**config.mk**
```make
export PLATFORM = sky130hd
export DESIGN_NAME = tvs_cordic
export DESIGN_NICKNAME = d
export VERILOG_FILES = /design/src/design/tvs_pkg.sv /design/src/design/tvs_cordic.sv
export SDC_FILE = /design/constraint.sdc
export NUM_CORES = 2
export LEC_CHECK = 0
export BUFFER_PORTS_ARGS = -buffer_cell sky130_fd_sc_hd__buf_2
export CORE_ASPECT_RATIO = 1.75
export CORE_UTILIZATION = 45
export DETAILED_ROUTE_END_ITERATION = 8
export SLEW_MARGIN = 15
export SYNTH_ARGS = -nofsm -noshare
export SYNTH_HDL_FRONTEND = slang
export SYNTH_SLANG_ARGS = --single-unit
export TNS_END_PERCENT = 30
```
**constraint.sdc**
```tcl
create_clock -name clock -period 4.8 [get_ports clock]
set_input_delay 0.96 -clock clock [delete_from_list [all_inputs] [get_ports clock]]
set_output_delay 0.96 -clock clock [all_outputs]
set_load 0.1 [all_outputs]
```
**src/design/tvs_pkg.sv**
```systemverilog
package tvs_pkg;

   // Field and datapath widths.
   localparam int OP_W        = 3;
   localparam int DIST_W      = 24;
   localparam int ANGLE_W     = 17;
   localparam int HEADING_W   = 16;
   localparam int OUT_COORD_W = 32;
   localparam int TRIG_W      = 32;
   localparam int Z_W         = 25;
   localparam int PROD_W      = 56;
   localparam int DELTA_W     = 27;
   localparam int FRAC_SHIFT  = 30;

   // Command codes.
   typedef enum logic [OP_W-1:0] {
      OP_FORWARD  = 3'd0,
      OP_BACK     = 3'd1,
      OP_TURN     = 3'd2,
      OP_PEN_UP   = 3'd3,
      OP_PEN_DOWN = 3'd4,
      OP_RESET    = 3'd5
   } op_type;

   // Quadrant codes of the heading.
   typedef enum logic [1:0] {
      QUAD_0 = 2'd0,
      QUAD_1 = 2'd1,
      QUAD_2 = 2'd2,
      QUAD_3 = 2'd3
   } quad_type;

   // Angles in 1/128 degree.
   localparam logic [HEADING_W-1:0] QUARTER_TURN       = 16'd11520;
   localparam logic [HEADING_W-1:0] HALF_TURN          = 16'd23040;
   localparam logic [HEADING_W-1:0] THREE_QUARTER_TURN = 16'd34560;
   localparam logic [HEADING_W-1:0] FULL_TURN          = 16'd46080;
   localparam logic signed [HEADING_W+1:0] FULL_TURN_S = 18'sd46080;

   // CORDIC start vector length, 0.60725 in Q1.30.
   localparam logic signed [TRIG_W-1:0] CORDIC_GAIN = 32'sd652032874;

   // One classified command as it leaves the front end.
   typedef struct packed {
      logic                     move;
      logic                     negate;
      logic                     clear;
      logic                     pen;
      logic [HEADING_W-1:0]     heading;
      logic signed [DIST_W-1:0] distance;
   } cmd_type;

   // One queue entry: the command and the cosine and sine of its heading (Q1.30).
   typedef struct packed {
      cmd_type                  cmd;
      logic signed [TRIG_W-1:0] cos_val;
      logic signed [TRIG_W-1:0] sin_val;
   } item_type;

   // Queue status seen by the back end and the checks.
   typedef struct packed {
      logic not_empty;
      logic full;
   } queue_status_type;

   // One result item.
   typedef struct packed {
      logic                          draw;
      logic                          clear;
      logic signed [OUT_COORD_W-1:0] from_x;
      logic signed [OUT_COORD_W-1:0] from_y;
      logic signed [OUT_COORD_W-1:0] to_x;
      logic signed [OUT_COORD_W-1:0] to_y;
      logic [HEADING_W-1:0]          heading;
      logic                          pen;
   } rsp_type;

   // Arctangent of 2^-i in 2^-16 degree.
   function automatic logic signed [Z_W-1:0] atan_entry(input int idx);
      case (idx)
         0:       return 25'sd2949120;
         1:       return 25'sd1740967;
         2:       return 25'sd919879;
         3:       return 25'sd466945;
         4:       return 25'sd234379;
         5:       return 25'sd117304;
         6:       return 25'sd58666;
         7:       return 25'sd29335;
         8:       return 25'sd14668;
         9:       return 25'sd7334;
         10:      return 25'sd3667;
         11:      return 25'sd1833;
         12:      return 25'sd917;
         13:      return 25'sd458;
         14:      return 25'sd229;
         15:      return 25'sd115;
         16:      return 25'sd57;
         17:      return 25'sd29;
         18:      return 25'sd14;
         19:      return 25'sd7;
         20:      return 25'sd4;
         21:      return 25'sd2;
         22:      return 25'sd1;
         default: return '0;
      endcase
   endfunction

endpackage

```
**src/design/tvs_cordic.sv**
```systemverilog
module tvs_cordic import tvs_pkg::*; #(
   parameter int STAGES = 16
) (
   input  logic     clock,
   input  logic     reset,
   input  logic     in_valid,
   input  cmd_type  in_cmd,
   output logic     out_valid,
   output item_type out_item
);

   logic signed [TRIG_W-1:0] x_ff [0:STAGES];
   logic signed [TRIG_W-1:0] y_ff [0:STAGES];
   logic signed [Z_W-1:0]    z_ff [0:STAGES];
   quad_type                 q_ff [0:STAGES];
   cmd_type                  cmd_ff [0:STAGES];
   logic [STAGES:0]          vld_ff;

   logic signed [TRIG_W-1:0] x_in [0:STAGES-1];
   logic signed [TRIG_W-1:0] y_in [0:STAGES-1];
   logic signed [Z_W-1:0]    z_in [0:STAGES-1];

   quad_type                 quad_in;
   logic [HEADING_W-1:0]     rest_in;
   logic signed [TRIG_W-1:0] cos_in, sin_in;
   logic                     out_valid_ff;
   item_type                 out_item_ff;

   // Split the heading into quadrant and remainder.
   always_comb begin
      quad_in = QUAD_0;
      rest_in = in_cmd.heading;
      if (in_cmd.heading >= THREE_QUARTER_TURN) begin
         quad_in = QUAD_3;
         rest_in = in_cmd.heading - THREE_QUARTER_TURN;
      end else if (in_cmd.heading >= HALF_TURN) begin
         quad_in = QUAD_2;
         rest_in = in_cmd.heading - HALF_TURN;
      end else if (in_cmd.heading >= QUARTER_TURN) begin
         quad_in = QUAD_1;
         rest_in = in_cmd.heading - QUARTER_TURN;
      end
   end

   // One micro-rotation per stage, direction from the sign of the residual angle.
   always_comb begin
      for (int i = 0; i < STAGES; i++) begin
         if (!z_ff[i][Z_W-1]) begin
            x_in[i] = x_ff[i] - (y_ff[i] >>> i);
            y_in[i] = y_ff[i] + (x_ff[i] >>> i);
            z_in[i] = z_ff[i] - atan_entry(i);
         end else begin
            x_in[i] = x_ff[i] + (y_ff[i] >>> i);
            y_in[i] = y_ff[i] - (x_ff[i] >>> i);
            z_in[i] = z_ff[i] + atan_entry(i);
         end
      end
   end

   // Apply the quadrant exactly by swapping and negating.
   always_comb begin
      case (q_ff[STAGES])
         QUAD_0: begin
            cos_in = x_ff[STAGES];
            sin_in = y_ff[STAGES];
         end
         QUAD_1: begin
            cos_in = -y_ff[STAGES];
            sin_in = x_ff[STAGES];
         end
         QUAD_2: begin
            cos_in = -x_ff[STAGES];
            sin_in = -y_ff[STAGES];
         end
         default: begin
            cos_in = y_ff[STAGES];
            sin_in = -x_ff[STAGES];
         end
      endcase
   end

   // Datapath registers of the rotation pipeline.
   always_ff @(posedge clock) begin
      x_ff[0]   <= CORDIC_GAIN;
      y_ff[0]   <= '0;
      z_ff[0]   <= $signed({rest_in, 9'b0});
      q_ff[0]   <= quad_in;
      cmd_ff[0] <= in_cmd;
      for (int i = 0; i < STAGES; i++) begin
         x_ff[i+1]   <= x_in[i];
         y_ff[i+1]   <= y_in[i];
         z_ff[i+1]   <= z_in[i];
         q_ff[i+1]   <= q_ff[i];
         cmd_ff[i+1] <= cmd_ff[i];
      end
      out_item_ff.cmd     <= cmd_ff[STAGES];
      out_item_ff.cos_val <= cos_in;
      out_item_ff.sin_val <= sin_in;
   end

   // Valid bits follow the data; the pipeline never stalls.
   always_ff @(posedge clock) begin
      if (reset) begin
         vld_ff       <= '0;
         out_valid_ff <= 1'b0;
      end else begin
         vld_ff       <= {vld_ff[STAGES-1:0], in_valid};
         out_valid_ff <= vld_ff[STAGES];
      end
   end

   assign out_valid = out_valid_ff;
   assign out_item  = out_item_ff;

endmodule

```
==> After elaboration in Yosys (flattened, before gate mapping) <==
Memories as Yosys holds them, arrays and structs flattened. A register that Yosys moved wholly into a read port is not among the register bits.
Index checks and enable logic that the tools add are counted.
{ "classes": {"n_mux": 88, "magnitude_cmp": 3, "add_sub_neg": 100, "n_eq_ne": 2, "reduce_logical": 1} }
{ "ops": {"columns": ["cell", "count"], "rows": [
  ["25-bit 2-to-1 mux", 48],
  ["32-bit 2-to-1 mux", 32],
  ["25-bit adder", 16],
  ["25-bit subtractor", 16],
  ["32-bit one-hot mux with 3 select lines", 2],
  ["32-bit by 17-bit adder with 32-bit output", 2],
  ["32-bit by 18-bit adder with 32-bit output", 2],
  ["32-bit by 19-bit adder with 32-bit output", 2],
  ["32-bit by 20-bit adder with 32-bit output", 2],
  ["32-bit by 21-bit adder with 32-bit output", 2],
  ["32-bit by 22-bit adder with 32-bit output", 2],
  ["32-bit by 23-bit adder with 32-bit output", 2],
  ["32-bit by 24-bit adder with 32-bit output", 2],
  ["32-bit by 25-bit adder with 32-bit output", 2],
  ["32-bit by 26-bit adder with 32-bit output", 2],
  ["32-bit by 27-bit adder with 32-bit output", 2],
  ["32-bit by 28-bit adder with 32-bit output", 2],
  ["32-bit by 29-bit adder with 32-bit output", 2],
  ["32-bit by 30-bit adder with 32-bit output", 2],
  ["32-bit by 31-bit adder with 32-bit output", 2],
  ["32-bit negation", 2],
  ["32-bit by 17-bit subtractor with 32-bit output", 2],
  ["32-bit by 18-bit subtractor with 32-bit output", 2],
  ["32-bit by 19-bit subtractor with 32-bit output", 2],
  ["other kinds (26)", 42]
]} }
{ "word_totals": {"ramBits": 2295, "out_inout_bits": 109, "inputBits": 47, "mem_count": 5, "ff_bits": 82} }
{ "mem_list": {"columns": ["memory", "depth", "word_bits", "rd", "rd_ports_with_merged_regs", "write_ports", "line_no", "text"], "rows": [
  ["cmd_ff", 17, 44, 17, 1, 17, "tvs_cordic.sv:16", "cmd_type cmd_ff [0:STAGES];"],
  ["x_ff", 17, 32, 17, 0, 17, "tvs_cordic.sv:12", "logic signed [TRIG_W-1:0] x_ff [0:STAGES];"],
  ["y_ff", 17, 32, 17, 0, 17, "tvs_cordic.sv:13", "logic signed [TRIG_W-1:0] y_ff [0:STAGES];"],
  ["z_ff", 17, 25, 16, 0, 17, "tvs_cordic.sv:14", "logic signed [Z_W-1:0] z_ff [0:STAGES];"],
  ["q_ff", 17, 2, 17, 0, 17, "tvs_cordic.sv:15", "quad_type q_ff [0:STAGES];"]
]} }

==> Logic depth before layout (Yosys ltp) <==
{ "depth": {"depth_word": 4, "ltp_mapped": 21} }

==> Least setup slack after synthesis <==
OpenSTA, ideal clock, no wires.
{ "synth_path": {"path_kind": "register to register", "start": "memory z_ff[9][24], in the netlist z_ff[0][249]", "end": "memory y_ff[10][30], in the netlist y_ff[0][350]", "stages_incl_launch_ff": 15, "t_arrival_ns": 4.134, "period_less_slack_ns": 4.260, "path_slack_ns": 0.540, "n_path_buf": 2, "setup_ns": 0.126, "required_time_ns": 4.674, "cell_sequence": "dfxtp_1 -> clkbuf_1 -> buf_1 -> mux2i_1 -> fa_1 -> a211o_1 -> a2111oi_0 -> o41ai_1 -> a22oi_1 -> o21ai_1 -> a2111oi_0 -> nor3_1 -> a211oi_1 -> a22oi_1 -> xor2_1"} }
{ "synth_lines": {"columns": ["item", "line_no"], "rows": [
  ["from (decl)", "tvs_cordic.sv:14"],
  ["to (decl)", "tvs_cordic.sv:13"]
]} }

==> out/qor.yml <==
finish:
  final_core_util_pct: 51.3
  syn2layout_area_growth_pct: 13.3
  n_fill_cell: 23850
  final_common_cell: "dfxtp_1"
  drive_above_1_share_pct: 8.66
  fin_nets: 14661
  final_cell_mix: "2152 x dfxtp_1, 1322 x ha_1, 1260 x a21oi_1"
drt:
  via_per_inst: 5.52
  dr.max_layer_used: "met5"
  routedLengthMet1_um: 107000
  totalWireLength_um: 350000
  wl_per_cell_um: 20.8
  drtAntennaViolNets: 0
  wl_met3_um: 10800
  wl_met2_um: 190000
  vias: 92826
  first_iter_violations: 3953
  first_pass_iters: 7
  remaining_drc_errors: 0
cts:
  numCtsBuffers: 211
  cts_setup_buffers: 0
  clock_tree.root_cell: "clkbuf_16"
  clk_pin_slew_ns: 0.06
  tritoncts: "done"
  h-tree-depth: 4
  cts_buffer_depth: 4
  worstSkewPairLatency_ns: 0.92
  cts.sinks: 2168
status:
  status: "completed"
timing:
  setup_tns_ns: 0
  hold_viol_final: 0
  skew_ns: 0.0991
  max_freq_mhz: 213
  fin_crit_sh_pct: 97.8
  maxSlewViolCount: 0
  slew_headroom_pct: 32.0
  min_period_ns: 4.69
  tightest_slew_ns: 1.01
  rsz0062_at_grt: "yes"
  setup_viol: 0
synth:
  yosysSeqAreaShare_pct: 37.4
  syn_avg_cell_area_um2: 9.20
  synth_ff_type: "dfxtp_1"
  syn_nets: 14043
  synth_edf_count: 0
  synth_cells: 12631
  synth-async-reset-ratio_pct: 0
  syn_area_um2: 116000
  ys_ff_latch: 2168
  yosys.cell_types.count: 88
  yosysWarnings: 0
place:
  gp_congestion: 1.02
  hpwlAfterDp_um: 287000
  portBuffers: 155
grt:
  grt_pass1_wl_um: 529000
  globalRouteTotalUtil_pct: 26.4
  grt-ovfl-total: 0
  grt_antenna_before_repair: 14
  grt_pass1_vias: 95385
  grt_max_degree: 83
die:
  io_pins: 156
  die_x_um: 386
  die_area_um2: 260000
  start_util_pct: 45.2
  die_y_um: 674
  num_rows: 246
  design.core.area_um2: 257000
hold_path:
  worst_hold_path_type: "in -> reg"
worst_setup_path:
  start_kind: "flip-flop"
  cp_data_required_time_ns: 5.54
  cp.arrival_ns: 5.43
  worstPathMaxFanout: 6
  endpoint_kind: "flip-flop"
  worstSetupPathType: "reg -> reg"
run:
  drv_cap: 0
-- layout make-up --
| type | count | area (um2) | area share [%] |
|---|---|---|---|
| multi-input combinational | 9763 | 70300 | 53.4 |
| sequential | 2168 | 43400 | 33.0 |
| clock buffer | 258 | 5750 | 4.37 |
| timing repair buffer | 609 | 4260 | 3.24 |
| tap | 3348 | 4190 | 3.18 |
| inverter | 496 | 1860 | 1.41 |
| clock inverter | 125 | 1710 | 1.30 |
| antenna | 36 | 90.1 | 0.0685 |
-- path summary, 6_finish.rpt --
path	from	endpoint	slack (ns)	depth (start not counted)
max	y_ff[0][201]$_DFF_P_	x_ff[0][253]$_DFF_P_	0.11	17
min	in_cmd[9]	cmd_ff[0][9]$_DFF_P_	0.15	1
max reg2reg	y_ff[0][201]$_DFF_P_	x_ff[0][253]$_DFF_P_	0.11	17
min reg2reg	cmd_ff[5][21]$_DFF_P_	cmd_ff[6][21]$_DFF_P_	0.29	0
-- metrics by stage --
stage | instance area (um2) | hold slack (ns) | std cells | setup WS (ns)
global route | 132000 | 0.0820 | 16798 | -0.112
global placement | 124000 | 0.310 | 16384 | 0.0166
CTS | 131000 | 0.0577 | 16767 | 0.0194
finish | 132000 | 0.152 | 16803 | 0.105
floorplan | 116000 | 0.310 | 12631 | 0.540
detailed placement | 124000 | 0.312 | 16384 | -0.0515
-- logic make-up after synthesis --
group	Yosys count	share of synthesized area [%]
adders and majority gates	1365	15.0
muxes	102	0.961
buffers and inverters	700	2.26
xor gates and xnor gates	1701	12.8
and+or+nand+nor	3218	13.4
DFF	2168	37.4
AOI/OAI and AO/OA	3377	18.2
-- synth_stat cells, types with 23 or more instances --
library cell,number,area share [%]
a2111oi_0,25,0.19
a211o_1,26,0.20
a211oi_1,98,0.63
a21boi_0,29,0.19
a21o_1,433,2.8
a21oi_1,1260,5.4
a31o_2,25,0.19
a31oi_1,137,0.74
and2_1,68,0.37
and3_1,86,0.46
and4_1,31,0.23
buf_1,39,0.13
clkbuf_1,163,0.53
dfxtp_1,2168,37
fa_1,42,0.72
ha_1,1323,14
inv_1,493,1.6
mux2_2,56,0.54
mux2i_1,44,0.38
nand2_1,645,2.1
nand2b_1,174,0.94
nand3_1,206,0.89
nand3b_1,23,0.15
nand4_1,84,0.45
nor2_1,1046,3.4
nor2b_1,168,0.90
nor3_1,326,1.4
nor3b_1,44,0.28
nor4_1,100,0.54
o211ai_1,72,0.47
o21a_1,192,1.2
o21ai_0,575,2.5
o21bai_1,119,0.77
o31a_1,37,0.28
o31ai_1,62,0.40
o41ai_1,36,0.27
or2_2,34,0.18
or3_1,112,0.60
or4_1,28,0.18
xnor2_1,1092,8.2
xor2_1,609,4.6
-- state kept, by name (all words and copies together) (netlist names) --
| register | cells |
|---|---|
| z_ff | 323 |
| q_ff | 34 |
| out_valid | 1 |
| y_ff | 481 |
| out_item | 108 |
| x_ff | 456 |
| cmd_ff | 748 |
| vld_ff | 17 |
-- worst max-delay path, cell delays in order (launching register included) --
cell,delay (ns)
dfxtp_1,0.35
or4_1,0.64
nor3_1,0.24
buf_4,0.18
a21oi_1,0.07
xor2_1,0.15
ha_1,0.41
and4_1,0.29
nand2_1,0.09
o311ai_1,0.45
o211ai_1,0.17
buf_4,0.20
o21ai_0,0.29
a41oi_1,0.21
nor3b_1,0.20
buf_4,0.14
o21a_1,0.15
o311ai_0,0.32
-- routing by layer --
layer,global-route usage [%],vias to the layer above
met1,21.2,43146
met2,52.0,2222
met5,0,-
li1,-,46148
met3,3.24,1302
met4,27.0,8
-- timing repair --
item | CTS | global route
resized for setup | 3 | 39
endpoints found under the setup margin | 4 | 40
pin swaps | 0 | 2
cloned | 0 | 0
hold buffers | 0 | 0
Power is not shown: default switching activity piles up to over one toggle a cycle in this logic, so the estimate is an artifact.
