## config.mk

```make
export PLATFORM = sky130hd
export DESIGN_NAME = tvs_back
export DESIGN_NICKNAME = d
export VERILOG_FILES = /design/src/design/tvs_pkg.sv /design/src/design/tvs_back.sv
export SDC_FILE = /design/constraint.sdc
export NUM_CORES = 2
export LEC_CHECK = 0
export ABC_AREA = 1
export CORE_ASPECT_RATIO = 1.5
export CORE_MARGIN = 4
export CORE_UTILIZATION = 65
export DETAILED_ROUTE_END_ITERATION = 10
export DONT_BUFFER_PORTS = 1
export PLACE_DENSITY_LB_ADDON = 0.25
export SYNTH_ARGS = -nofsm -noshare
export SYNTH_HDL_FRONTEND = slang
export SYNTH_SLANG_ARGS = --single-unit
```

## constraint.sdc

```tcl
create_clock -name clock -period 8.59 [get_ports clock]
set_clock_uncertainty 0.05 [all_clocks]
set_input_delay 1.2885 -clock clock [delete_from_list [all_inputs] [get_ports clock]]
set_output_delay 1.2885 -clock clock [all_outputs]
set_load 0.03 [all_outputs]
```

## src/design/tvs_pkg.sv

```systemverilog
package tvs_pkg;

   // Field and datapath widths.
   localparam int OP_W        = 3;
   localparam int DIST_W      = 24;
   localparam int ANGLE_W     = 17;
   localparam int HEADING_W   = 16;
   localparam int OUT_COORD_W = 32;
   localparam int TRIG_W      = 32;
   localparam int Z_W         = 25;
   localparam int PROD_W      = 56;
   localparam int DELTA_W     = 27;
   localparam int FRAC_SHIFT  = 30;

   // Command codes.
   typedef enum logic [OP_W-1:0] {
      OP_FORWARD  = 3'd0,
      OP_BACK     = 3'd1,
      OP_TURN     = 3'd2,
      OP_PEN_UP   = 3'd3,
      OP_PEN_DOWN = 3'd4,
      OP_RESET    = 3'd5
   } op_type;

   // Quadrant codes of the heading.
   typedef enum logic [1:0] {
      QUAD_0 = 2'd0,
      QUAD_1 = 2'd1,
      QUAD_2 = 2'd2,
      QUAD_3 = 2'd3
   } quad_type;

   // Angles in 1/128 degree.
   localparam logic [HEADING_W-1:0] QUARTER_TURN       = 16'd11520;
   localparam logic [HEADING_W-1:0] HALF_TURN          = 16'd23040;
   localparam logic [HEADING_W-1:0] THREE_QUARTER_TURN = 16'd34560;
   localparam logic [HEADING_W-1:0] FULL_TURN          = 16'd46080;
   localparam logic signed [HEADING_W+1:0] FULL_TURN_S = 18'sd46080;

   // CORDIC start vector length, 0.60725 in Q1.30.
   localparam logic signed [TRIG_W-1:0] CORDIC_GAIN = 32'sd652032874;

   // One classified command as it leaves the front end.
   typedef struct packed {
      logic                     move;
      logic                     negate;
      logic                     clear;
      logic                     pen;
      logic [HEADING_W-1:0]     heading;
      logic signed [DIST_W-1:0] distance;
   } cmd_type;

   // One queue entry: the command and the cosine and sine of its heading (Q1.30).
   typedef struct packed {
      cmd_type                  cmd;
      logic signed [TRIG_W-1:0] cos_val;
      logic signed [TRIG_W-1:0] sin_val;
   } item_type;

   // Queue status seen by the back end and the checks.
   typedef struct packed {
      logic not_empty;
      logic full;
   } queue_status_type;

   // One result item.
   typedef struct packed {
      logic                          draw;
      logic                          clear;
      logic signed [OUT_COORD_W-1:0] from_x;
      logic signed [OUT_COORD_W-1:0] from_y;
      logic signed [OUT_COORD_W-1:0] to_x;
      logic signed [OUT_COORD_W-1:0] to_y;
      logic [HEADING_W-1:0]          heading;
      logic                          pen;
   } rsp_type;

   // Arctangent of 2^-i in 2^-16 degree.
   function automatic logic signed [Z_W-1:0] atan_entry(input int idx);
      case (idx)
         0:       return 25'sd2949120;
         1:       return 25'sd1740967;
         2:       return 25'sd919879;
         3:       return 25'sd466945;
         4:       return 25'sd234379;
         5:       return 25'sd117304;
         6:       return 25'sd58666;
         7:       return 25'sd29335;
         8:       return 25'sd14668;
         9:       return 25'sd7334;
         10:      return 25'sd3667;
         11:      return 25'sd1833;
         12:      return 25'sd917;
         13:      return 25'sd458;
         14:      return 25'sd229;
         15:      return 25'sd115;
         16:      return 25'sd57;
         17:      return 25'sd29;
         18:      return 25'sd14;
         19:      return 25'sd7;
         20:      return 25'sd4;
         21:      return 25'sd2;
         22:      return 25'sd1;
         default: return '0;
      endcase
   endfunction

endpackage

```

## src/design/tvs_back.sv

```systemverilog
module tvs_back import tvs_pkg::*; #(
   parameter int COORD_BITS = 32
) (
   input  logic             clock,
   input  logic             reset,
   input  queue_status_type q_status,
   input  item_type         q_item,
   output logic             q_pop,
   output logic             rsp_valid,
   input  logic             rsp_ready,
   output rsp_type          rsp_data
);

   localparam int SUM_W = ((COORD_BITS > DELTA_W) ? COORD_BITS : DELTA_W) + 1;
   localparam logic signed [SUM_W-1:0] POS_MAX =
      $signed({{(SUM_W-COORD_BITS+1){1'b0}}, {(COORD_BITS-1){1'b1}}});
   localparam logic signed [SUM_W-1:0] POS_MIN = ~POS_MAX;
   localparam logic signed [PROD_W-1:0] ROUND_HALF =
      $signed({{(PROD_W-FRAC_SHIFT){1'b0}}, 1'b1, {(FRAC_SHIFT-1){1'b0}}});

   // Multiply stage.
   logic                     m_valid_ff;
   cmd_type                  m_cmd_ff;
   logic signed [PROD_W-1:0] m_prod_x_ff, m_prod_y_ff;
   // Round stage.
   logic                     r_valid_ff;
   cmd_type                  r_cmd_ff;
   logic signed [DELTA_W-1:0] r_dx_ff, r_dy_ff, dx_in, dy_in;
   logic signed [PROD_W-1:0] round_x, round_y;
   // Accumulate and output stage.
   logic                     rsp_valid_ff;
   rsp_type                  rsp_ff;
   logic signed [COORD_BITS-1:0] pos_x_ff, pos_y_ff, pos_x_in, pos_y_in;
   logic signed [SUM_W-1:0]  sum_x, sum_y;

   logic a_adv, r_en, m_en;

   // Saturate a wide sum to the coordinate range.
   function automatic logic signed [COORD_BITS-1:0] sat_coord(
      input logic signed [SUM_W-1:0] v
   );
      if (v > POS_MAX) begin
         return COORD_BITS'(POS_MAX);
      end else if (v < POS_MIN) begin
         return COORD_BITS'(POS_MIN);
      end
      return COORD_BITS'(v);
   endfunction

   // Stage enables: each stage loads when it is empty or its successor moves.
   assign a_adv = !rsp_valid_ff || rsp_ready;
   assign r_en  = !r_valid_ff || a_adv;
   assign m_en  = !m_valid_ff || r_en;
   assign q_pop = q_status.not_empty && m_en;

   // Round the product to Q.8, flip for back moves, zero for other commands.
   always_comb begin
      round_x = (m_prod_x_ff + ROUND_HALF) >>> FRAC_SHIFT;
      round_y = (m_prod_y_ff + ROUND_HALF) >>> FRAC_SHIFT;
      dx_in   = DELTA_W'(round_x);
      dy_in   = DELTA_W'(round_y);
      if (m_cmd_ff.negate) begin
         dx_in = -dx_in;
         dy_in = -dy_in;
      end
      if (!m_cmd_ff.move) begin
         dx_in = '0;
         dy_in = '0;
      end
   end

   // New position: saturated sum, or the origin on a clear.
   always_comb begin
      sum_x = SUM_W'(pos_x_ff) + SUM_W'(r_dx_ff);
      sum_y = SUM_W'(pos_y_ff) + SUM_W'(r_dy_ff);
      if (r_cmd_ff.clear) begin
         pos_x_in = '0;
         pos_y_in = '0;
      end else begin
         pos_x_in = sat_coord(sum_x);
         pos_y_in = sat_coord(sum_y);
      end
   end

   // Datapath registers.
   always_ff @(posedge clock) begin
      if (m_en) begin
         m_cmd_ff    <= q_item.cmd;
         m_prod_x_ff <= PROD_W'(q_item.cmd.distance) * PROD_W'(q_item.cos_val);
         m_prod_y_ff <= PROD_W'(q_item.cmd.distance) * PROD_W'(q_item.sin_val);
      end
      if (r_en) begin
         r_cmd_ff <= m_cmd_ff;
         r_dx_ff  <= dx_in;
         r_dy_ff  <= dy_in;
      end
      if (a_adv) begin
         rsp_ff.draw    <= r_cmd_ff.move && r_cmd_ff.pen;
         rsp_ff.clear   <= r_cmd_ff.clear;
         rsp_ff.from_x  <= OUT_COORD_W'(pos_x_ff);
         rsp_ff.from_y  <= OUT_COORD_W'(pos_y_ff);
         rsp_ff.to_x    <= OUT_COORD_W'(pos_x_in);
         rsp_ff.to_y    <= OUT_COORD_W'(pos_y_in);
         rsp_ff.heading <= r_cmd_ff.heading;
         rsp_ff.pen     <= r_cmd_ff.pen;
      end
   end

   // Valid bits and the position accumulator.
   always_ff @(posedge clock) begin
      if (reset) begin
         m_valid_ff   <= 1'b0;
         r_valid_ff   <= 1'b0;
         rsp_valid_ff <= 1'b0;
         pos_x_ff     <= '0;
         pos_y_ff     <= '0;
      end else begin
         if (m_en) begin
            m_valid_ff <= q_pop;
         end
         if (r_en) begin
            r_valid_ff <= m_valid_ff;
         end
         if (a_adv) begin
            rsp_valid_ff <= r_valid_ff;
            if (r_valid_ff) begin
               pos_x_ff <= pos_x_in;
               pos_y_ff <= pos_y_in;
            end
         end
      end
   end

   assign rsp_valid = rsp_valid_ff;
   assign rsp_data  = rsp_ff;

endmodule

```

Word-level counts from Yosys, hierarchy flattened

Cells that the tools add are included.

Register bits after elaboration: 419
Bits of input ports: 113
Logic and storage cells: 63

Add/subtract/negate cells: 6
Multiply operators: 2
Order comparisons: 4
Mux-type cells: 16
Reduce and logical (&&, ||, !) cells: 9

Operator list:

| cell                                                            | number |
|---|---|
| 2-to-1 mux 32 bit                                               | 8 |
| adder 56 x 31 -> 56 bit, second input constant                  | 2 |
| multiplier 24 x 32 -> 56 bit                                    | 2 |
| adder 32 x 27 -> 33 bit                                         | 2 |
| greater-than comparator 33 x 32 -> 1 bit, second input constant | 2 |
| less-than comparator 33 x 32 -> 1 bit, second input constant    | 2 |
| 2-to-1 mux 27 bit                                               | 2 |
| negator 26 -> 27 bit                                            | 2 |
| 2-to-1 mux 1 bit                                                | 6 |
| logical NOT 1 bit                                               | 3 |
| logical OR 1 bit                                                | 3 |
| logical AND 1 bit                                               | 2 |
| AND reduction 2 bit                                             | 1 |

Longest topological paths before layout

Depth in word-level cells: 7
Gate-level depth with buffers: 32
Mapped depth without buffers: 30

Least setup slack after synthesis

Ideal clock, no wire load.

Path kind: input port to output port
From: input port rsp_ready
To: output port q_pop
Arrival: 7.012 ns
Path slack: 0.240 ns
Stages: 6
Buffers on the path: 0
Path through: inv_1 nand2_1 nor2_1 nand2_1 nand2_1 inv_1

Cells in the longest elaborated chain, start to end: 4

Ends and longest elaborated chain:

| item               | line           | text |
|---|---|---|
| start: declaration | tvs_back.sv:10 | `input logic rsp_ready,` |
| logical OR 1 bit   | tvs_back.sv:51 | `assign a_adv = !rsp_valid_ff \|\| rsp_ready;` |
| logical OR 1 bit   | tvs_back.sv:52 | `assign r_en = !r_valid_ff \|\| a_adv;` |
| logical OR 1 bit   | tvs_back.sv:53 | `assign m_en = !m_valid_ff \|\| r_en;` |
| logical AND 1 bit  | tvs_back.sv:54 | `assign q_pop = q_status.not_empty && m_en;` |
| end: declaration   | tvs_back.sv:8  | `output logic q_pop,` |

Every way passes these cells.

Worst setup path in the final report

From: input port q_item[64] (netlist bit)
To: register m_prod_x_ff[55], data pin

Cells in the longest elaborated chain, start to end: 1

Ends and longest elaborated chain:

| item                         | line           | text |
|---|---|---|
| start: declaration           | tvs_back.sv:7  | `input item_type q_item,` |
| multiplier 24 x 32 -> 56 bit | tvs_back.sv:89 | `m_prod_x_ff <= PROD_W'(q_item.cmd.distance) * PROD_W'(q_item.cos_val);` |
| end signal: assignment       | tvs_back.sv:89 |  |
| end: declaration             | tvs_back.sv:24 | `logic signed [PROD_W-1:0] m_prod_x_ff, m_prod_y_ff;` |

Every way passes these cells.
A chain may end at the register's enable or synchronous reset.

==> summary.txt <==
Status
  • Status: finished clean

Global route
  • Initial antenna violation count: 2
  • GRT Overall Usage: 0.344
  • Number of global-route vias before repair: 63,100
  • First-pass GRT wire length: 326 mm
  • Largest net degree at the start of global routing: 87
  • GRT overflow: 0

Place
  • Post-DP HPWL: 158 mm
  • Routability cong.: 0.962
  • Buffers on Ports: 0

Clocking
  • CTS buffer count: 30
  • Cts repair resizes: 0
  • Hold_buf cts: 0
  • Clock latency on the worst-skew pair: 0.60 ns
  • Bufs on Longest Clock Path: 3
  • CTS Sinks: 361
  • Clk slew on worst S/H paths: 0.07 ns
  • H-tree depth: 1
  • CTS tree: built
  • Root buffer cell: clkbuf_16
  • Setup bufs post-CTS: 0

Logic synthesis
  • Predominant post-synthesis flop cell: edfxtp_1
  • Ys Warns: 0
  • Synth Area in Simple Gates: 0.170
  • Cell taking the most area after synthesis: fa_1
  • Top cells by area, synth: fa_1 (42%), inv_1 (14%), edfxtp_1 (12%)
  • Avg Cell Area, Syn: 8.07 um^2
  • Syn nets: 11,300
  • Adder-Cell Fraction of Synth Area: 0.478
  • Post-synthesis compound-gate area fraction: 0.0429
  • Most frequent cells after synthesis: inv_1 (2,789), nand2_1 (2,310), fa_1 (1,566), nor2_1 (369), ha_1 (360)
  • Mapped Cells: 9,289
  • Register bit total from synthesis: 361
  • Number of flops mapped to enable cells by yosys: 294
  • Async S/R FF share, synth: 0
  • Synth cell types: 60
  • Post-Synth XOR/XNOR Area: 0.0149
  • Top cell type's share of synthesized area: 0.418
  • Largest family of logic cells by synthesized area: adder cells
  • Post-synthesis sequential area ratio: 0.136
  • Mux cell area share after synthesis: 0
  • Syn Std Cell Area: 0.0750 mm^2
  • Most frequent cell after synthesis: inv_1

Timing
  • Post-Route Setup TNS: 0 ns
  • Final Max Tran Viols: 0
  • Final Critical Period: 7.58 ns
  • Max Fclk: 0.132 GHz
  • RSZ-0062 raised after global routing: false
  • Slew @ Worst Pin: 1.19 ns
  • Final setup violation count: 0
  • Fin. Hold Viols: 0
  • Slew HR: 0.208
  • Final period util: 0.883

Worst setup path
  • CP Capture Type: flop
  • CP Depth: 19
  • Most frequent CP cell: fa_1
  • R2r worst-path depth: 7
  • Data arrival, critical path: 7.86 ns
  • Startpoint Class: primary input
  • Crit path kind: primary input to flop
  • Slowest CP cell: fa_1
  • Buffers & Inverters on Critical Path: 3
  • RR Endpoint: pos_x_ff[28]
  • Cell chain of the critical path: nand2_1 -> inv_1 -> fa_1 -> fa_1 -> inv_1 -> fa_1 -> inv_1 -> fa_1 -> fa_1 -> fa_1 -> fa_1 -> ha_1 -> a21oi_1 -> o21a_1 -> o21ai_0 -> a2111oi_0 -> o21ai_0 -> a31oi_1 -> xor2_1
  • Critical path's largest stage delay: 0.71 ns
  • CP delay by family, top: adder cells
  • Flop2flop setup slack: 4.53 ns
  • Maximum fanout along the worst path: 62
  • CP required: 8.87 ns
  • Reg2reg start: rsp_valid

Worst hold path
  • Hold path startpoint: m_cmd_ff[29]
  • Worst min path class: flop to flop
  • Hold Crit Endpoint: r_cmd_ff[29]
  • Depth of the worst hold-timing path: 0

Floorplanning
  • Starting Density: 0.655
  • I/O Pins: 262
  • Die Area: 0.121 mm^2
  • Row count: 152
  • CORE AREA: 0.114 mm^2
  • Die span in x: 285 um
  • DIE HEIGHT: 424 um

Run
  • Maxcap violations: 0

Routing
  • Vias/cell: 5.49
  • Detailed Route WL: 201 mm
  • DRC: 0
  • WL/cell: 19.1 um
  • Final ANT Viol Nets: 0
  • Via count: 57,900
  • Initial DRC Count: 3,759
  • Initial DRT Pass Iterations: 5

Cells and area
  • Share of layout cells above drive strength 1: 0.0166
  • Final Net Count: 11,000
  • Area growth, synth to finish: 2.41%
-- through the flow --
stage	std cells	util	instance area [um^2]	worst slack, ns	hold slack, ns
after floorplan	9289	-	75000	0.240	0.350
after global placement	10500	0.661	75700	0.631	0.351
after detailed placement	10500	0.661	75700	0.443	0.355
after CTS	10600	0.670	76800	1.04	0.371
after global routing	10600	0.670	76800	0.725	0.375
final	10600	0.670	76800	1.01	0.370
-- metal layers --
layer	wire (um)	vias to the layer above	GRT usage
met3	16600	713	0.0585
met2	103000	2649	0.622
li1	-	26100	-
met4	12500	4	0.173
met1	68700	28500	0.392
met5	33	-	0
-- cells in the final DEF, fill, tap and decap left out, drive strengths merged, types with 4 or more instances in the layout --
cell	instances
and2	9
edfxtp	294
clkbuf	36
clkinv	8
a21o	4
nor4	18
o211ai	5
bufinv	5
xor2	84
o21a	20
nand4	66
nand3b	12
xnor2	40
a21oi	297
nand2	2321
ha	360
nand3	213
inv	2803
nor2	385
a21boi	12
or2	14
a31oi	34
buf	18
dfxtp	67
fa	1566
nor3	93
o221ai	4
o21ai	196
o21bai	8
-- sequential cells by signal, indices dropped and copies added (netlist names) --
register / flops
r_dx_ff: 27
pos_y_ff: 32
pos_x_ff: 32
r_dy_ff: 27
m_prod_y_ff: 27
rsp_valid: 1
m_prod_x_ff: 27
m_cmd_ff: 20
r_cmd_ff: 19
r_valid_ff: 1
rsp_data: 147
m_valid_ff: 1
-- how the worst max path moves through the flow --
stage                           from         endpoint
after floorplan            rsp_ready            q_pop
after global placement    q_item[64]  m_prod_x_ff[55]
after detailed placement  q_item[64]  m_prod_x_ff[55]
after CTS                 q_item[64]  m_prod_x_ff[55]
after global routing      q_item[64]  m_prod_x_ff[55]
final                     q_item[64]  m_prod_x_ff[55]
-- layout make-up --
type / instances / area, um^2
Antenna cell: 1 / 2.50
Clock inverter: 18 / 262
Fill cell: 9690 / 37700
Tap cell: 1540 / 1930
Clock buffer: 36 / 805
Timing Repair Buffer: 18 / 148
Inverter: 2801 / 10500
Sequential cell: 361 / 10200
Multi-Input combinational cell: 5781 / 52900
-- logic make-up (layout without fill, tap and decap cells) --
logic type,after synthesis,in the layout
adder cells (fa/ha/maj),1926,1926
flip-flops,361,361
other,0,1
AO/OA/AOI/OAI,595,595
buffers and inverters,3147,2873
AND/OR/NAND/NOR,3136,3136
XOR/XNOR,124,124
Power is left out: the tool's default activity adds up to more than one toggle a clock period on the data nets, which glitch-free logic cannot reach.
