===== config.mk =====
export PLATFORM = sky130hd
export DESIGN_NAME = tvs_front
export DESIGN_NICKNAME = d
export VERILOG_FILES = /design/src/design/tvs_pkg.sv /design/src/design/tvs_front.sv
export SDC_FILE = /design/constraint.sdc
export NUM_CORES = 1
export LEC_CHECK = 0
export ABC_AREA = 1
export CORE_MARGIN = 2
export CORE_UTILIZATION = 39
export DETAILED_ROUTE_END_ITERATION = 7
export DONT_BUFFER_PORTS = 1
export GPL_ROUTABILITY_DRIVEN = 1
export PLACE_DENSITY_LB_ADDON = 0.08
export RECOVER_POWER = 50
export SLEW_MARGIN = 10
export SYNTH_ARGS = -nofsm -noshare
export SYNTH_HDL_FRONTEND = slang
export SYNTH_SLANG_ARGS = --single-unit

===== constraint.sdc =====
create_clock -name clock -period 4.6 [get_ports clock]
set_input_delay 0.23 -clock clock [delete_from_list [all_inputs] [get_ports clock]]
set_output_delay 0.23 -clock clock [all_outputs]
set_load 0.005 [all_outputs]

===== src/design/tvs_pkg.sv =====
package tvs_pkg;

   // Field and datapath widths.
   localparam int OP_W        = 3;
   localparam int DIST_W      = 24;
   localparam int ANGLE_W     = 17;
   localparam int HEADING_W   = 16;
   localparam int OUT_COORD_W = 32;
   localparam int TRIG_W      = 32;
   localparam int Z_W         = 25;
   localparam int PROD_W      = 56;
   localparam int DELTA_W     = 27;
   localparam int FRAC_SHIFT  = 30;

   // Command codes.
   typedef enum logic [OP_W-1:0] {
      OP_FORWARD  = 3'd0,
      OP_BACK     = 3'd1,
      OP_TURN     = 3'd2,
      OP_PEN_UP   = 3'd3,
      OP_PEN_DOWN = 3'd4,
      OP_RESET    = 3'd5
   } op_type;

   // Quadrant codes of the heading.
   typedef enum logic [1:0] {
      QUAD_0 = 2'd0,
      QUAD_1 = 2'd1,
      QUAD_2 = 2'd2,
      QUAD_3 = 2'd3
   } quad_type;

   // Angles in 1/128 degree.
   localparam logic [HEADING_W-1:0] QUARTER_TURN       = 16'd11520;
   localparam logic [HEADING_W-1:0] HALF_TURN          = 16'd23040;
   localparam logic [HEADING_W-1:0] THREE_QUARTER_TURN = 16'd34560;
   localparam logic [HEADING_W-1:0] FULL_TURN          = 16'd46080;
   localparam logic signed [HEADING_W+1:0] FULL_TURN_S = 18'sd46080;

   // CORDIC start vector length, 0.60725 in Q1.30.
   localparam logic signed [TRIG_W-1:0] CORDIC_GAIN = 32'sd652032874;

   // One classified command as it leaves the front end.
   typedef struct packed {
      logic                     move;
      logic                     negate;
      logic                     clear;
      logic                     pen;
      logic [HEADING_W-1:0]     heading;
      logic signed [DIST_W-1:0] distance;
   } cmd_type;

   // One queue entry: the command and the cosine and sine of its heading (Q1.30).
   typedef struct packed {
      cmd_type                  cmd;
      logic signed [TRIG_W-1:0] cos_val;
      logic signed [TRIG_W-1:0] sin_val;
   } item_type;

   // Queue status seen by the back end and the checks.
   typedef struct packed {
      logic not_empty;
      logic full;
   } queue_status_type;

   // One result item.
   typedef struct packed {
      logic                          draw;
      logic                          clear;
      logic signed [OUT_COORD_W-1:0] from_x;
      logic signed [OUT_COORD_W-1:0] from_y;
      logic signed [OUT_COORD_W-1:0] to_x;
      logic signed [OUT_COORD_W-1:0] to_y;
      logic [HEADING_W-1:0]          heading;
      logic                          pen;
   } rsp_type;

   // Arctangent of 2^-i in 2^-16 degree.
   function automatic logic signed [Z_W-1:0] atan_entry(input int idx);
      case (idx)
         0:       return 25'sd2949120;
         1:       return 25'sd1740967;
         2:       return 25'sd919879;
         3:       return 25'sd466945;
         4:       return 25'sd234379;
         5:       return 25'sd117304;
         6:       return 25'sd58666;
         7:       return 25'sd29335;
         8:       return 25'sd14668;
         9:       return 25'sd7334;
         10:      return 25'sd3667;
         11:      return 25'sd1833;
         12:      return 25'sd917;
         13:      return 25'sd458;
         14:      return 25'sd229;
         15:      return 25'sd115;
         16:      return 25'sd57;
         17:      return 25'sd29;
         18:      return 25'sd14;
         19:      return 25'sd7;
         20:      return 25'sd4;
         21:      return 25'sd2;
         22:      return 25'sd1;
         default: return '0;
      endcase
   endfunction

endpackage


===== src/design/tvs_front.sv =====
module tvs_front import tvs_pkg::*; #(
   parameter int DEPTH = 32
) (
   input  logic                      clock,
   input  logic                      reset,
   input  logic                      req_tvalid,
   output logic                      req_tready,
   input  logic [OP_W-1:0]           req_op,
   input  logic signed [DIST_W-1:0]  req_distance,
   input  logic signed [ANGLE_W-1:0] req_angle,
   input  logic                      credit_return,
   output logic                      cmd_valid,
   output cmd_type                   cmd
);

   localparam int CW = $clog2(DEPTH + 1);

   logic [HEADING_W-1:0] heading_ff, heading_in;
   logic                 pen_ff, pen_in;
   logic [CW-1:0]        credit_ff, credit_in;
   logic                 valid_ff;
   cmd_type              cmd_ff, cmd_in;
   logic                 accept;
   logic signed [HEADING_W+1:0] turn_sum, wrap_once, wrap_twice;

   // Items accepted but not yet taken by the back end never exceed the queue size.
   assign req_tready = (credit_ff < CW'(DEPTH));
   assign accept     = req_tvalid && req_tready;
   assign credit_in  = credit_ff + CW'(accept) - CW'(credit_return);

   // Heading plus turn amount, wrapped twice into one turn.
   always_comb begin
      turn_sum = $signed({2'b00, heading_ff}) + (HEADING_W+2)'(req_angle);
      wrap_once = turn_sum;
      if (turn_sum >= FULL_TURN_S) begin
         wrap_once = turn_sum - FULL_TURN_S;
      end else if (turn_sum < 0) begin
         wrap_once = turn_sum + FULL_TURN_S;
      end
      wrap_twice = wrap_once;
      if (wrap_once >= FULL_TURN_S) begin
         wrap_twice = wrap_once - FULL_TURN_S;
      end else if (wrap_once < 0) begin
         wrap_twice = wrap_once + FULL_TURN_S;
      end
   end

   // Classify the command and update heading and pen.
   always_comb begin
      heading_in = heading_ff;
      pen_in     = pen_ff;
      cmd_in     = '0;
      case (op_type'(req_op))
         OP_FORWARD, OP_BACK: begin
            cmd_in.move   = 1'b1;
            cmd_in.negate = (op_type'(req_op) == OP_BACK);
         end
         OP_TURN: begin
            heading_in = HEADING_W'(wrap_twice);
         end
         OP_PEN_UP: begin
            pen_in = 1'b0;
         end
         OP_PEN_DOWN: begin
            pen_in = 1'b1;
         end
         OP_RESET: begin
            heading_in   = '0;
            pen_in       = 1'b1;
            cmd_in.clear = 1'b1;
         end
         default: begin
         end
      endcase
      cmd_in.pen      = pen_in;
      cmd_in.heading  = heading_in;
      cmd_in.distance = req_distance;
      if (!accept) begin
         heading_in = heading_ff;
         pen_in     = pen_ff;
      end
   end

   // Pose and credit registers.
   always_ff @(posedge clock) begin
      if (reset) begin
         heading_ff <= '0;
         pen_ff     <= 1'b1;
         credit_ff  <= '0;
         valid_ff   <= 1'b0;
      end else begin
         heading_ff <= heading_in;
         pen_ff     <= pen_in;
         credit_ff  <= credit_in;
         valid_ff   <= accept;
      end
   end

   // Command register toward the CORDIC pipeline.
   always_ff @(posedge clock) begin
      if (accept) begin
         cmd_ff <= cmd_in;
      end
   end

   assign cmd_valid = valid_ff;
   assign cmd       = cmd_ff;

endmodule


After elaboration in Yosys (flattened, before gate mapping)
Index checks and enable logic that the tools add are counted.
{"block": "totals", "register_bits": 68, "input_bits": 48, "output_inout_bits": 46}
{"block": "op_classes", "n_addsub": 7, "magnitude_cmp": 5, "eq_ne": 5, "n_mux": 8, "n_reduce_logical": 4}
{"operator": "18-bit by 17-bit >= comparator with 1-bit output (second input constant)", "count": 2}
{"operator": "18-bit by 1-bit < comparator with 1-bit output (second input constant)", "count": 2}
{"operator": "18-bit two-way mux", "count": 2}
{"operator": "16-bit two-way mux", "count": 2}
{"operator": "16-bit case mux with 2 select lines", "count": 1}
{"operator": "17-bit by 17-bit adder with 18-bit output", "count": 1}
{"operator": "18-bit by 17-bit adder with 18-bit output (second input constant)", "count": 1}
{"operator": "18-bit by 17-bit subtractor with 18-bit output (second input constant)", "count": 1}
{"operator": "16-bit adder (second input constant)", "count": 1}
{"operator": "16-bit subtractor (second input constant)", "count": 1}
{"operator": "6-bit by 1-bit adder with 6-bit output", "count": 1}
{"operator": "3-bit by 2-bit == test with 1-bit output (second input constant)", "count": 2}
{"operator": "3-bit == test (second input constant)", "count": 2}
{"operator": "6-bit < comparator (second input constant)", "count": 1}
{"operator": "6-bit by 1-bit subtractor with 6-bit output", "count": 1}
{"operator": "2-bit OR reduction", "count": 2}
{"operator": "3-bit by 1-bit == test with 1-bit output (second input constant)", "count": 1}
{"operator": "3-bit logical NOT", "count": 1}
{"operator": "2-bit two-way mux", "count": 1}
{"operator": "1-bit case mux with 2 select lines", "count": 1}
{"operator": "1-bit logical AND", "count": 1}
{"operator": "1-bit two-way mux", "count": 1}

Logic depth before layout (Yosys ltp)
Gate-level depths: netlist of the first run.
{"block": "depth", "word_depth": 8, "depth_mapped": 33, "ltp_nobuf": 32}

Worst setup path after synthesis of the first run
Ideal clock, no wire load.
{"block": "synth_timing", "path_type": "flip-flop to flip-flop", "from": "register heading_ff[0]", "to": "register cmd_ff (netlist bit cmd[35]), data pin", "t_arrival_ns": 3.370, "t_required_ns": 4.345, "setup_slack_ns": 0.975, "path_stages_with_launch": 31, "path_buffers": 1, "period_less_slack_ns": 3.625, "cell_sequence": "dfxtp_1 > ha_1 > inv_1 > fa_1 > inv_1 > nand2_1 > nand3_1 > nand2_1 > nand2_1 > nand2_1 > nand2_1 > inv_1 > ha_1 > inv_1 > nand3_1 > nor2_4 > nand2_1 > nand2_2 > nand2_4 > nand2_4 > buf_8 > nand2_1 > nand2_1 > ha_1 > nand4_1 > nor2_1 > nand3_2 > nand3_4 > nand3_1 > nand3_1 > nand2_1"}
{"element": "start, declared", "line_no": "tvs_front.sv:18", "text": "logic [HEADING_W-1:0] heading_ff, heading_in;"}
{"element": "start signal, assigned", "line_no": "tvs_front.sv:92", "text": "heading_ff <= heading_in;"}
{"element": "end signal, assigned", "line_no": "tvs_front.sv:102", "text": "cmd_ff <= cmd_in;"}
{"element": "end, declared", "line_no": "tvs_front.sv:22", "text": "cmd_type cmd_ff, cmd_in;"}

Worst setup path in the final report of the first run
{"block": "layout_timing", "from": "register heading_ff[0]", "to": "register heading_ff[11]"}
{"block": "layout_between", "elab_chain_len": 8}
{"element": "17-bit by 17-bit adder with 18-bit output (*)", "line_no": "tvs_front.sv:33", "text": "turn_sum = $signed({2'b00, heading_ff}) + (HEADING_W+2)'(req_angle);"}
{"element": "18-bit by 17-bit adder with 18-bit output / 18-bit by 1-bit < comparator with 1-bit output (equally long branches)", "line_no": "tvs_front.sv:38, tvs_front.sv:37"}
{"element": "18-bit two-way mux", "line_no": "tvs_front.sv:37", "text": "end else if (turn_sum < 0) begin"}
{"element": "18-bit two-way mux (*)", "line_no": "tvs_front.sv:35", "text": "if (turn_sum >= FULL_TURN_S) begin"}
{"element": "16-bit adder / 18-bit by 1-bit < comparator with 1-bit output (equally long branches)", "line_no": "tvs_front.sv:44, tvs_front.sv:43"}
{"element": "16-bit two-way mux", "line_no": "tvs_front.sv:43", "text": "end else if (wrap_once < 0) begin"}
{"element": "16-bit two-way mux (*)", "line_no": "tvs_front.sv:41", "text": "if (wrap_once >= FULL_TURN_S) begin"}
{"element": "16-bit case mux with 2 select lines (*)", "line_no": "tvs_front.sv:53", "text": "case (op_type'(req_op))"}
Every way passes the cells marked *; elsewhere a longest branch is shown, timed or not.
A chain may end at the register's enable or synchronous reset.

==> results, run 1 <==
- The most used flip-flop cell after synthesis is sky130_fd_sc_hd__edfxtp_1.
- The via count of the first global-routing pass is 3878.
- The number of DRC markers in iteration 0 is 275.
- The final layout net count is 753.
- The final setup violation count is 0.
- The die span in x is 114 um.
- Each instance of the synthesized netlist takes up on average 7.36 um2.
- Setup repair after global routing left no endpoint under its margin.
- The core region is 12000 um2.
- After synthesis the netlist holds a flip-flop and latch count of 68.
- The number of max-slew violations in the final report is 0.
- The final cell count without fillers is 828.
- The clock reaches the later pin of the worst-skew pair after 330 ps.
- The clock tree synthesis step divided the H-tree into 3 levels.
- The synthesized design spends more area on one cell type than any other, namely sky130_fd_sc_hd__edfxtp_1.
- The pin count of the biggest net entering global routing is 58.
- The leakage power of the design is 2.70 nW.
- Detailed placement finished with a half-perimeter wire length of 8.91 mm.
- The average detailed-routed wire length per instance is 14.1 um.
- The worst hold-check path type is primary input to register.
- The area growth from synthesis to layout is 14.6%.
- The reg2reg setup slack is 530 ps.
- After clock tree synthesis, the clock-pin slew on the worst setup and hold paths is 60 ps.
- STA classifies the critical path endpoint as a register.
- The clock arrives with 11.9 ps of skew.
- The residual overflow from global routing is 0.
- The power per unit of standard cell area is 577 nW/um2.
- The worst path meets setup with 527 ps of slack.
- The clock passes through at most 2 buffers.
- The top cell type by area accounts for 27.8% of the synthesized area.
- The startpoint identified for the worst register-to-register timing path is heading_ff[0].
- The netlist area before placement is 4750 um2.
- The number of port buffers is 0.
- The final standard cell utilization of the core is 45.6%.
- The count of synthesis-stage warnings from yosys is 0.
- TritonCTS built the clock tree.
- For the final routed database, the setup TNS stands at 0 ps.
- The highest ir drop seen on vdd is 0.201 mV.
- Among all stages on the critical path, the largest delay is contributed by sky130_fd_sc_hd__fa_1.
- The post-place setup slack is 443 ps.
- The required time of the critical path is 4810 ps.
- The critical path's top delay family is simple AND/OR/NAND/NOR gates.
- When the netlist entered floorplanning its net count stood at 723.
- The tree is rooted in a sky130_fd_sc_hd__clkbuf_16.
- The share of the clock period used by the worst path is 88.5%.
- The die extent in y is 114 um.
- The critical path contains buffers and inverters numbering 5 combined.
- For this run, the total global-route usage over all layers was measured as 18.8%.
- The total clock buffers created by CTS is 9.
- The worst setup path is launched from a register.
- The hold violation count in the final report is 0.
- The depth of the worst register-to-register path is 31.
- The worst pin sits at a relative slew slack of 26.4%.
- The first-pass GRT wire length is 19.5 mm.
- The initial cell density of the core is 39.7%.
- Of the cells placed in the final design, the portion with a size suffix greater than 1 is 11.2%.
- The launch point of the worst hold path is reset.
- Max-cap violations in this run came to 0.
- The die covers 13100 um2.
- The cell with the most instances after synthesis is sky130_fd_sc_hd__nand2_1.
- The number of enable flip-flop cells after synthesis is 44.
- Hold is met by 33.1 ps.
- The routed via count is 4054.
- The maximum operating frequency is 246 MHz.
- The worst register-to-register path ends at heading_ff[11].
- The final critical delay including setup and external delays is 4070 ps.
- The final weighted congestion in routability-driven placement is 0.867.
- For this design, the sink count on the clock tree is 68.
- The first detailed-routing pass took 5 iterations.
- The dominant cell type by count on the critical path is sky130_fd_sc_hd__nand2_1.
- The routed design has 11.7 mm of wire.
- The via-per-instance ratio is 4.90.
- The count of filler cells inserted in the layout is 1161.
- The residual DRC count is 0.
- Row generation in the floorplan step produced 40 rows.
- The number of standard cells after synthesis is 646.
- By count the netlist is led by 189 x sky130_fd_sc_hd__nand2_1, 104 x sky130_fd_sc_hd__inv_1, 55 x sky130_fd_sc_hd__nand3_1, 50 x sky130_fd_sc_hd__nor2_1, 44 x sky130_fd_sc_hd__edfxtp_1.
- The category of the most critical setup path is register to register.
- For the pin with the worst max-slew slack, the measured transition is 1100 ps.
- 0 antenna diodes ended up in the layout.
- 94 I/O pins were placed.
- For this run, asynchronously set or reset flops after synthesis account for 0%.
- Once placement completed, the tool counted placed cells totaling 787.
- The number of buffers inserted to repair setup after CTS is 0.
- Along the worst path, the maximum fanout reaches 12.
- The worst hold path passes through 2 cells.
- The largest single stage delay on the critical path is 390 ps.
- The number of antenna violations at the first check in global routing is 0.
- By area the synthesized netlist is led by sky130_fd_sc_hd__edfxtp_1 28%, sky130_fd_sc_hd__nand2_1 15%, sky130_fd_sc_hd__dfxtp_1 10%, sky130_fd_sc_hd__inv_1 8.2%, sky130_fd_sc_hd__ha_1 7.1%.
- The flow ran to the end, and the final reports show no timing, DRC or antenna violations.
- Data on the critical path arrives at its endpoint at 4290 ps.
- For this run, the register share of the synthesized area comes to 37.9%.
- The number of antenna-violating nets in the routed design is 0.
- For hold timing, the worst endpoint is pen_ff.
- The number of different library cells used by synthesis comes to 38.
layer usage:
metal,vias to the layer above,part of all wire [%],global-route usage [%]
met2,118,44,30.0
met1,1804,49,26.2
met5,-,0,0
met3,11,4.8,3.34
met4,0,1.3,5.37
li1,2121,-,-
flip-flops by register name, indices dropped and copies added (netlist names):
| register | cells |
|---|---|
| pen_ff | 1 |
| cmd | 44 |
| credit_ff | 6 |
| cmd_valid | 1 |
| heading_ff | 16 |
report_power, final:
| group | internal [W] | switching [W] | total, W |
|---|---|---|---|
| clock network | 0.000392 | 0.000240 | 0.000632 |
| logic | 0.000535 | 0.00107 | 0.00161 |
| registers | 0.000816 | 0.0000883 | 0.000905 |
worst max path at each step:
stage                endpoint     startpoint  cells past startpoint  slack, ps
2_1_floorplan         cmd[35]  heading_ff[0]                     30        980
3_3_place_gp   heading_ff[11]  heading_ff[0]                     31        520
3_5_place_dp   heading_ff[11]  heading_ff[0]                     31        440
4_1_cts        heading_ff[11]  heading_ff[0]                     31        390
5_1_grt        heading_ff[11]  heading_ff[0]                     31          8
6_report       heading_ff[11]  heading_ff[0]                     31        530
what timing repair did:
item                                    4_1_cts  5_1_grt
hold endpoints to repair                     27        0
endpoints found under the setup margin        0       12
hold buffers                                 25        0
resized for setup                             0        3
cells in the final DEF (no fill, tap or decap), types with 3 or more instances in the layout:
master | synthesis | routed
sky130_fd_sc_hd__xor2_1 | 13 | 13
sky130_fd_sc_hd__nand2_1 | 189 | 188
sky130_fd_sc_hd__ha_1 | 27 | 27
sky130_fd_sc_hd__nand4_1 | 5 | 5
sky130_fd_sc_hd__nand3_1 | 55 | 54
sky130_fd_sc_hd__nor3_1 | 3 | 3
sky130_fd_sc_hd__a21oi_1 | 20 | 20
sky130_fd_sc_hd__dfxtp_1 | 24 | 24
sky130_fd_sc_hd__nor2_2 | 3 | 3
sky130_fd_sc_hd__edfxtp_1 | 44 | 44
sky130_fd_sc_hd__clkinv_1 | 3 | 3
sky130_fd_sc_hd__o21ai_0 | 25 | 25
sky130_fd_sc_hd__o22ai_1 | 4 | 4
sky130_fd_sc_hd__dlygate4sd3_1 | 0 | 25
sky130_fd_sc_hd__clkbuf_16 | 0 | 9
sky130_fd_sc_hd__inv_1 | 104 | 103
sky130_fd_sc_hd__nor2_1 | 50 | 50
sky130_fd_sc_hd__nand2_4 | 5 | 4
sky130_fd_sc_hd__a21oi_2 | 4 | 4
sky130_fd_sc_hd__inv_2 | 9 | 10
sky130_fd_sc_hd__nand3_2 | 8 | 9
sky130_fd_sc_hd__nand2_2 | 22 | 23
sky130_fd_sc_hd__nand3b_1 | 3 | 3
logic make-up (layout without fill, tap and decap cells):
kind of cell / count (synthesis) / after routing / synth area share, %
xor+xnor: 14 / 14 / 2.58
simple gates: 351 / 351 / 34.2
fa+ha+maj: 29 / 29 / 7.95
flops: 68 / 68 / 37.9
buf+inv: 123 / 158 / 10.0
compound gates: 61 / 61 / 7.42
cell type report:
cell class                      count  area, um2  area share, %
Multi-Input combinational cell    455       2490           45.8
Sequential cell                    68       1800           33.1
Inverter                          116        435           7.99
Clock buffer                       12        256           4.71
Timing Repair Buffer               26        254           4.66
Tap cell                          147        184           3.38
Clock inverter                      4       23.8          0.436
per-stage QoR:
stage	total power [W]	instance area (um2)
global placement	0.00248	4910
CTS	0.00315	5440
floorplan	0.00218	4750
global route	0.00346	5450
finish	0.00315	5450
detailed placement	0.00249	4910
Note: power is estimated with default switching activity, not from simulation.
==> run 2, diff against run 1 <==
Settings changed: ABC_AREA 1 to unset.
==> results, run 2 <==
- The count of distinct cell types in the synthesized netlist was 81 (was 38).
- The clock sink total came to 68 (unchanged).
- The count of synthesis-stage warnings from yosys was 0 (unchanged).
- The number of nets in the synthesized netlist is 541 (was 723).
- Dominant cells by area after synthesis: sky130_fd_sc_hd__edfxtp_1 30%, sky130_fd_sc_hd__dfxtp_1 11%, sky130_fd_sc_hd__ha_1 7.6%, sky130_fd_sc_hd__nand2_1 4.4%, sky130_fd_sc_hd__a21oi_1 4.3% (was sky130_fd_sc_hd__edfxtp_1 28%, sky130_fd_sc_hd__nand2_1 15%, sky130_fd_sc_hd__dfxtp_1 10%, sky130_fd_sc_hd__inv_1 8.2%, sky130_fd_sc_hd__ha_1 7.1%).
- The die footprint is 12300 um2 (was 13100 um2).
- The critical path endpoint category is a register (unchanged).
- The antenna diode instance count is 0 (unchanged).
- The highest-delay cell along the critical path is sky130_fd_sc_hd__or4_4 (was sky130_fd_sc_hd__fa_1).
- The total non-filler cell area in the finished layout is 5710 um2 (was 5450 um2).
- The maximum level of the CTS H-tree is 3 (unchanged).
- The most common library cell in the layout ignoring fill and taps is sky130_fd_sc_hd__nand2_1 (unchanged).
- The cell area after placement is 4880 um2 (was 4910 um2).
- The total clock buffers created by CTS was 9 (unchanged).
- The actual slew at the worst max-slew pin came to 818 ps (was 1100 ps).
- The required time of the critical path is 4670 ps (was 4810 ps).
- The routed via count is 3821 (was 4054).
- The initial cell density of the core is 39.5% (was 39.7%).
- The number of buffers between clock root and the deepest sink is 2 (unchanged).
- The highest ir drop seen on vdd is 0.253 mV (was 0.201 mV).
- The number of antenna violations at the first check in global routing is 0 (unchanged).
- The reg2reg setup slack is 90 ps (was 530 ps).
- Run status: completed (unchanged).
- The number of enable flip-flop cells after synthesis was 44 (unchanged).
- Traced cell by cell, the critical path runs through ha_4 -> inv_2 -> fa_2 -> and2b_2 -> o21a_4 -> or3_4 -> a2111oi_4 -> nand4b_4 -> or4_4 -> buf_4 -> a21o_4 -> nand2_2 -> mux2i_1 -> nor3_1 -> a41o_1 -> o31a_1 -> or2_1.
- The relative slew slack came to 45.3% (was 26.4%).
- The cell with the most instances after synthesis is sky130_fd_sc_hd__nand2_1 (unchanged).
- The number of port buffers is 0 (unchanged).
- The final critical delay including setup and external delays is 4510 ps (was 4070 ps).
- The number of cells on the worst hold path was 2 (unchanged).
- The netlist area before placement is 4460 um2 (was 4750 um2).
- The area occupied by multi-input gates is 2700 um2 (was 2490 um2).
- Commonest non-fill, non-tap cells in the layout: 52 x sky130_fd_sc_hd__nand2_1, 47 x sky130_fd_sc_hd__buf_4, 44 x sky130_fd_sc_hd__edfxtp_1, 36 x sky130_fd_sc_hd__nor2_1, 35 x sky130_fd_sc_hd__a21oi_1 (was 188 x sky130_fd_sc_hd__nand2_1, 103 x sky130_fd_sc_hd__inv_1, 54 x sky130_fd_sc_hd__nand3_1, 50 x sky130_fd_sc_hd__nor2_1, 44 x sky130_fd_sc_hd__edfxtp_1).
- The hold violation count in the final report is 0 (unchanged).
- The launch point of the worst hold path is reset (unchanged).
- The die extent in y came to 111 um (was 114 um).
- The leakage power of the design was 2.22 nW (was 2.70 nW).
- The startpoint of the worst register-to-register path is heading_ff[0] (unchanged).
- The root buffer cell is sky130_fd_sc_hd__clkbuf_16 (unchanged).
- The layout-stage area growth over the synthesis result is 28.2% (was 14.6%).
- The area share of the leading cell type in the synthesized netlist is 29.7% (was 27.8%).
- The die span in x is 111 um (was 114 um).
- The pin count of the biggest net entering global routing was 33 (was 58).
- The post-synthesis area per instance is 9.60 um2 (was 7.36 um2).
- The CTS tree is built (unchanged).
- The kind of launch point of the worst setup path is a register (unchanged).
- The clock-pin slew on the worst setup and hold paths is 60 ps (about the same).
- The most used flip-flop cell after synthesis is sky130_fd_sc_hd__edfxtp_1 (unchanged).
- The share of the clock period used by the worst path is 98.0% (was 88.5%).
- The library cell occupying the most area in the post-synthesis netlist is sky130_fd_sc_hd__edfxtp_1 (unchanged).
- The share of synthesized registers carrying an async set or reset is 0% (unchanged).
- The sequential cell area was 1800 um2 (about the same).
- The final weighted congestion in routability-driven placement is 0.886 (was 0.867).
- The worst stage delay on the critical path came to 570 ps (was 390 ps).
- The clock latency on the worst-skew pair was 330 ps (about the same).
- RSZ-0062 raised after global routing: true (was false).
- The residual overflow from global routing came to 0 (unchanged).
- The depth of the worst register-to-register path is 17 (was 31).
- The placeable core area is 11300 um2 (was 12000 um2).
- The detailed-placement wirelength estimate was 8.91 mm (about the same).
- The power per unit of standard cell area is 471 nW/um2 (was 577 nW/um2).
- The I/O pin count is 94 (unchanged).
- The critical path arrival is 4580 ps (was 4290 ps).
- The maximum operating frequency was 222 MHz (was 246 MHz).
- The average detailed-routed wire length per instance is 17.7 um (was 14.1 um).
- The number of max-cap violations is 0 (unchanged).
- The first-pass GRT wire length is 19.4 mm (was 19.5 mm).
- The peak fanout along the critical path is 5 (was 12).
- The routed wire length is 12.1 mm (was 11.7 mm).
- The total global routing track utilization came to 19.5% (was 18.8%).
- The fraction of layout instances using a drive strength above 1 is 23.1% (was 11.2%).
- The end point of the worst hold path was heading_ff[14] (was pen_ff).
- The floorplan row count is 39 (was 40).
- The post-synthesis register bit count came to 68 (unchanged).
- The number of standard cells after synthesis is 464 (was 646).
- The category of the most critical setup path was register to register (unchanged).
- The number of optimization iterations in the first detailed-route pass is 5 (unchanged).
- The number of flip-flops in the largest register is 44 (unchanged).
- Commonest cells post-synth: 52 x sky130_fd_sc_hd__nand2_1, 44 x sky130_fd_sc_hd__edfxtp_1, 38 x sky130_fd_sc_hd__a21oi_1, 37 x sky130_fd_sc_hd__nor2_1, 27 x sky130_fd_sc_hd__ha_1 (was 189 x sky130_fd_sc_hd__nand2_1, 104 x sky130_fd_sc_hd__inv_1, 55 x sky130_fd_sc_hd__nand3_1, 50 x sky130_fd_sc_hd__nor2_1, 44 x sky130_fd_sc_hd__edfxtp_1).
- The clock tree skew after final layout is 12.8 ps (was 11.9 ps).
- The final layout net count was 614 (was 753).
- The via count of the first global-routing pass is 3726 (was 3878).
- The number of antenna-violating nets in the routed design is 0 (unchanged).
- The total power after layout is 0.00269 W (was 0.00315 W).
- The via-per-instance ratio is 5.58 (was 4.90).
- The number of DRC markers in iteration 0 is 209 (was 275).
- The worst hold-check path type is primary input to register (unchanged).
- The total negative setup slack came to 0 ps (unchanged).
- The terminus of the critical flop-to-flop path is cmd[38] (was heading_ff[11]).
- The register area share after synthesis is 40.4% (was 37.9%).
- The number of max-slew violations in the final report is 0 (unchanged).
- The count of filler cells inserted in the layout came to 1032 (was 1161).
- The final setup violation count is 0 (unchanged).
- The residual DRC count is 0 (unchanged).
-- run 2: kinds of logic (layout without fill, tap and decap cells) --
family                   count (synthesis)  in the layout  share of synthesized area [%]
AO/OA/AOI/OAI                          151            151                           25.0
AND/OR/NAND/NOR                        145            145                           15.7
flip-flops                              68             68                           40.4
buffers and inverters                   37            115                           3.40
XOR/XNOR                                30             30                           5.90
adder cells (fa/ha/maj)                 29             29                           8.48
multiplexers                             4              4                           1.01
-- run 2: final cells by class --
class	instances	share of cell area [%]
inverters	23	1.51
clock inverters	6	1.12
well taps	143	3.13
flip-flops and latches	68	31.6
clock buffers	10	4.01
multi-input cells	359	47.3
repair buffers	76	11.4
-- run 2: per-stage QoR --
step           util (%)  hold slack, ps  setup WS [ps]  instances
2_1_floorplan         -             329           3.41        464
3_3_place_gp       43.3             301           54.7        635
3_5_place_dp       43.3             307          -57.0        635
4_1_cts            48.4            54.4           5.99        676
5_1_grt            50.7            71.3          -65.5        685
6_report           50.7            66.6           92.3        685
-- run 2: how the worst max path moves through the flow --
| stage | startpoint | slack [ps] | endpoint |
|---|---|---|---|
| 3_5_place_dp | heading_ff[0] | -60 | cmd[38] |
| 5_1_grt | heading_ff[0] | -70 | heading_ff[15] |
| 3_3_place_gp | heading_ff[0] | 50 | cmd[38] |
| 4_1_cts | heading_ff[0] | 6 | cmd[34] |
| 2_1_floorplan | heading_ff[0] | 3 | cmd[38] |
| 6_report | heading_ff[0] | 90 | cmd[38] |
-- run 2: power by group --
group | switching, W | leakage [nW] | internal, W
Combinational | 0.000668 | 1.46 | 0.000505
Clock | 0.000259 | 0.139 | 0.000419
Sequential | 0.0000587 | 0.623 | 0.000777
-- run 2: routing by layer --
layer | routed length (um) | global-route usage [%]
met1 | 5380 | 25.1
met3 | 552 | 3.83
met4 | 265 | 6.83
met5 | 0 | 0
met2 | 5900 | 32.7
-- run 2: worst max-delay path: cells and delay by family (launching register included) --
family / cells / cell delay, ps
compound gates: 5 / 1350
mux: 1 / 260
flops: 1 / 330
simple gates: 7 / 1740
buf+inv: 2 / 220
fa+ha+maj: 2 / 360
-- run 2: timing repair --
item                                    CTS  global route
endpoints found under the hold margin    42             0
pin swaps                                 2            27
setup buffers                             0             9
endpoints found under the setup margin    5            12
hold buffers                             25             0
gates resized for setup                   5            47
gates cloned                              0             0
